$ cat config.mk
export PLATFORM = sky130hd
export DESIGN_NAME = mi4_front
export DESIGN_NICKNAME = d
export VERILOG_FILES = /design/src/rtl/mi4_pkg.sv /design/src/rtl/mi4_front.sv
export SDC_FILE = /design/constraint.sdc
export NUM_CORES = 1
export LEC_CHECK = 0
export BUFFER_PORTS_ARGS = -buffer_cell sky130_fd_sc_hd__buf_2
export CAP_MARGIN = 20
export CORE_UTILIZATION = 50
export DETAILED_ROUTE_END_ITERATION = 12
export PLACE_DENSITY_LB_ADDON = 0.25
export SYNTH_ARGS = -nofsm -noshare
export SYNTH_HDL_FRONTEND = slang
export SYNTH_SLANG_ARGS = --single-unit
$ cat constraint.sdc
create_clock -name clk -period 50.8 [get_ports clk]
set_clock_uncertainty 0.1 [all_clocks]
set_input_delay 2.54 -clock clk [delete_from_list [all_inputs] [get_ports clk]]
set_output_delay 2.54 -clock clk [all_outputs]
set_load 0.02 [all_outputs]
$ cat src/rtl/mi4_pkg.sv
// ============================================================================
// mi4_pkg: shared types and constants for the 4x4 matrix inverse block
// Holds the front-to-back job descriptor and the register map.
// ============================================================================
`default_nettype none
package mi4_pkg;
    localparam int CFG_TRANSPOSE_OUT = 0;
    localparam int CFG_NUM_REGS = 1;
    localparam int CFG_ADDR_W = 3;

    typedef struct packed {
        logic transpose;
    } job_t;
endpackage
`default_nettype wire

$ cat src/rtl/mi4_front.sv
// ============================================================================
// mi4_front: element loader
// Collects 16 elements into the matrix store; on the 16th, hands a job
// (matrix snapshot plus transpose mode) to the back end through a 2-deep queue.
// ============================================================================
`default_nettype none
module mi4_front (
    input  wire logic                clk,
    input  wire logic                rst_n,
    input  wire logic                push,
    output logic                     full,
    input  wire logic signed [31:0]  elem_value,
    input  wire logic                transpose_out,
    output logic                     job_valid,
    input  wire logic                job_take,
    output mi4_pkg::job_t            job,
    output logic [511:0]             job_mat
);
    logic [31:0]   mat_reg [16];
    logic [3:0]    load_count_reg;
    logic [511:0]  q_mat_reg [2];
    mi4_pkg::job_t q_job_reg [2];
    logic          wr_ptr_reg, rd_ptr_reg;
    logic [1:0]    cnt_reg;
    logic [511:0]  snap;
    logic          acc, enq;

    assign full = (load_count_reg == 4'd15) && (cnt_reg == 2'd2);
    assign acc  = push && !full;
    assign enq  = acc && (load_count_reg == 4'd15);

    always_comb
    begin
        for (int i = 0; i < 15; i++)
            snap[i*32 +: 32] = mat_reg[i];
        snap[480 +: 32] = elem_value;
    end

    always_ff @(posedge clk)
    begin
        if (acc)
            mat_reg[load_count_reg] <= elem_value;
        if (enq)
        begin
            q_mat_reg[wr_ptr_reg] <= snap;
            q_job_reg[wr_ptr_reg].transpose <= transpose_out;
        end
    end

    always_ff @(posedge clk or negedge rst_n)
    begin
        if (!rst_n)
        begin
            load_count_reg <= '0;
            wr_ptr_reg <= 1'b0;
            rd_ptr_reg <= 1'b0;
            cnt_reg <= '0;
        end
        else
        begin
            if (acc)
                load_count_reg <= load_count_reg + 4'd1;
            if (enq)
                wr_ptr_reg <= ~wr_ptr_reg;
            if (job_take && job_valid)
                rd_ptr_reg <= ~rd_ptr_reg;
            cnt_reg <= cnt_reg + {1'b0, enq} - {1'b0, job_take && job_valid};
        end
    end

    assign job_valid = (cnt_reg != 2'd0);
    assign job     = q_job_reg[rd_ptr_reg];
    assign job_mat = q_mat_reg[rd_ptr_reg];
endmodule
`default_nettype wire

==> PnR_summary.wiki <==
{| class="wikitable"
! Metric !! Value
|-
| Final Wtd Congestion || 0.820
|-
| Commonest non-fill, non-tap cells in the layout || sky130_fd_sc_hd__edfxtp_1, sky130_fd_sc_hd__buf_2, sky130_fd_sc_hd__mux2_2, sky130_fd_sc_hd__clkbuf_16, sky130_fd_sc_hd__clkinv_1
|-
| Critical path startpoint category || flop
|-
| Main flop type after synthesis || sky130_fd_sc_hd__edfxtp_1
|-
| Ports || 552
|-
| Overflow after GRT || 0
|-
| Hold Path Origin || mat_reg[13][2]$_DFFE_PP_
|-
| Top fanout value on the critical path || 84
|-
| Worst skew pair latency || 740 ps
|-
| Post-synthesis sequential element count || 1514
|-
| Area growth from synthesis to layout || 17.5%
|-
| Number of enable flip-flop cells after synthesis || 1506
|-
| Worst setup path endpoint || job_mat[451]
|-
| Fin. max-slew vios || 0
|-
| Setup slack, reg-to-reg || 45580 ps
|-
| Number of cells on the worst reg-to-reg path || 7
|-
| Number of nets produced by synthesis || 2189
|-
| Maximum cell stage delay along the critical path || 1070 ps
|-
| Required time of the critical path || 48160 ps
|-
| Crit path kind || flop to primary output
|-
| Sequence of cells on the critical path || buf_4 -> buf_4 -> buf_4 -> mux2_2 -> buf_2
|-
| Unrepaired setup endpoints after global routing || false
|-
| Count of buffers from port buffering || 551
|-
| Met2 usage || 0.349
|-
| Endpoints failing setup || 0
|-
| Yosys warning total || 0
|-
| Crit path max-delay cell type || sky130_fd_sc_hd__dfrtp_4
|-
| Number of buffers created by CTS || 148
|-
| Max_cap viols || 0
|-
| Placeable core region || 102000 sq um
|-
| Endpoint of the lowest-slack register-to-register path || q_mat_reg[0][458]$_DFFE_PP_
|-
| Kind of end point of the critical path || primary output
|-
| Hold bufs inserted after CTS || 0
|-
| Most used routing layer || met2
|-
| Max rail drop VDD || 38.9 uV
|-
| Routed via count || 22800
|-
| Initial DRT Pass Iterations || 5
|-
| CTS Sinks || 1514
|-
| Post-DR vias/cell || 5.30
|-
| Final setup TNS || 0 ps
|-
| Crit path arrival time || 5410 ps
|-
| P_leak || 20.5 nW
|-
| Achievable clock frequency || 0.124 GHz
|-
| Detailed placer's ending HPWL || 66500 um
|-
| Most numerous cell on the critical path || sky130_fd_sc_hd__buf_4
|-
| Floorplan die area || 105000 sq um
|-
| GRT Total Usage || 0.208
|-
| Number of setup buffers added after CTS || 0
|-
| Clock-pin slew of the registers on the worst-case setup and hold paths || 60 ps
|-
| Post-Syn Area per Cell || 24.2 sq um
|-
| Final Non-Filler Cells || 4306
|-
| CTS H-tree depth || 4
|-
| Gate Count Post-Synth || 2147
|-
| Die boundary height || 325 um
|-
| Worst hold path type || flop to flop
|-
| Worst Tran Pin Value || 1160 ps
|-
| Number of global-route vias before repair || 23700
|-
| Cell area after synthesis || 52000 sq um
|-
| Starting utilization of the core area || 0.508
|-
| Post-DRT Antenna Nets || 0
|-
| Site Rows || 117
|-
| Final worst-path cycle share || 0.159
|-
| TritonCTS clock tree || done
|-
| Wire per inst || 25.8 um
|-
| Power Dens Cells || 52.9 nW/um^2
|-
| Met1 demand-to-capacity share in global routing || 0.264
|-
| Cts repair resizes || 0
|-
| Max FFs per register || 1024
|-
| Clock root buffer master || sky130_fd_sc_hd__clkbuf_16
|-
| Largest net degree at the start of global routing || 167
|-
| Most frequent standard cell in the layout excluding fill and tap cells || sky130_fd_sc_hd__edfxtp_1
|-
| Fraction of layout cells with a size suffix above 1 || 0.450
|-
| Crit path launch || rd_ptr_reg$_DFFE_PN0P_
|-
| Run status || complete, no violations
|-
| Met3 usage || 0.0601
|-
| Number of antenna violations at the first check in global routing || 2
|-
| Max clock buf depth || 3
|-
| Net count of the finished layout || 2866
|-
| Placed cells || 4039
|-
| DRC violations left || 0
|-
| Max_slew headroom || 0.227
|-
| Clock period minus worst slack || 8050 ps
|-
| Fraction of the yosys area taken by sequential cells || 0.873
|-
| Global-route wire length before repair || 158000 um
|-
| Count of distinct cell types in the synthesized netlist || 30
|-
| Number of design-rule violations left by the first detailed-router iteration || 1984
|-
| Count of endpoints failing hold in the final timing report || 0
|-
| Post-detailed-routing wire length || 111000 um
|-
| Share of async-settable or async-resettable flops after synthesis || 0.00528
|-
| DIE WIDTH || 325 um
|-
| Worst R2R Start || load_count_reg[0]$_DFFE_PN0P_
|}
==> per-layer routing <==
layer	vias up	routed length, um
li1	9991	-
met3	168	8710
met2	827	55600
met1	11800	43900
met5	-	0
met4	0	2720
==> power by group <==
group | total [mW] | switching (mW) | leakage (nW) | internal, mW
registers | 1.51 | 0.0403 | 13.7 | 1.47
clock network | 1.04 | 0.440 | 2.25 | 0.595
logic | 0.686 | 0.434 | 4.57 | 0.252
total | 3.24 | 0.915 | 20.5 | 2.32
==> stage by stage <==
stage	utilization	hold slack, ps	power (mW)	area [sq um]	worst slack [ps]
6_report	0.597	318	3.24	61100	42750
5_1_grt	0.597	338	3.35	61100	42420
4_1_cts	0.596	323	3.27	61100	42690
3_5_place_dp	0.551	329	2.23	56500	43510
3_3_place_gp	0.551	322	2.22	56500	43660
2_1_floorplan	-	321	2.05	52000	11550
==> synth_stat cells, types with 2 or more instances <==
cell,n,share of area
sky130_fd_sc_hd__a21oi_1,2,0.00019
sky130_fd_sc_hd__and2_1,4,0.00048
sky130_fd_sc_hd__buf_2,12,0.0012
sky130_fd_sc_hd__buf_4,46,0.0066
sky130_fd_sc_hd__dfrtp_1,8,0.0038
sky130_fd_sc_hd__edfxtp_1,1506,0.87
sky130_fd_sc_hd__ha_1,5,0.0012
sky130_fd_sc_hd__inv_1,4,0.00029
sky130_fd_sc_hd__mux2_2,515,0.11
sky130_fd_sc_hd__nand2_1,8,0.00058
sky130_fd_sc_hd__nand3b_1,2,0.00029
sky130_fd_sc_hd__nor2_1,10,0.00072
sky130_fd_sc_hd__nor3_1,5,0.00048
sky130_fd_sc_hd__o21ai_0,2,0.00019
sky130_fd_sc_hd__xnor2_1,3,0.00051
==> cell type report <==
class | instances | area, sq um
Antenna cell | 1 | 2.50
Multi-Input combinational cell | 570 | 6260
Tap cell | 1368 | 1710
Timing Repair Buffer | 586 | 3090
Inverter | 4 | 15.0
Sequential cell | 1514 | 45400
Clock inverter | 79 | 667
Clock buffer | 184 | 3970
Fill cell | 7262 | 41300
==> worst min-delay path by stage <==
stage | to | slack [ps] | cells after the start
after CTS | q_mat_reg[0][418]$_DFFE_PP_ | 320 | 0
after global routing | q_mat_reg[0][124]$_DFFE_PP_ | 340 | 0
after global placement | q_mat_reg[0][76]$_DFFE_PP_ | 320 | 0
final | q_mat_reg[0][418]$_DFFE_PP_ | 320 | 0
after floorplan | q_mat_reg[0][0]$_DFFE_PP_ | 320 | 0
after detailed placement | q_mat_reg[1][85]$_DFFE_PP_ | 330 | 0
==> worst max-delay path: cells and delay by family, from the launching register on <==
kind | cells | cell delay, ps
buf+inv | 4 | 2980
flops | 1 | 1070
mux | 1 | 430
==> logic make-up (layout without fill, tap and decap cells) <==
logic type / count (synthesis) / after routing / share of synthesized area
simple gates: 38 / 38 / 0.00399
xor+xnor: 4 / 4 / 0.000674
mux: 517 / 517 / 0.112
other cells: 0 / 1 / 0
flops: 1514 / 1514 / 0.873
fa+ha+maj: 5 / 5 / 0.00120
buf+inv: 63 / 853 / 0.00815
compound gates: 6 / 6 / 0.000794
No activity file was read; power rests on OpenSTA's default activity.
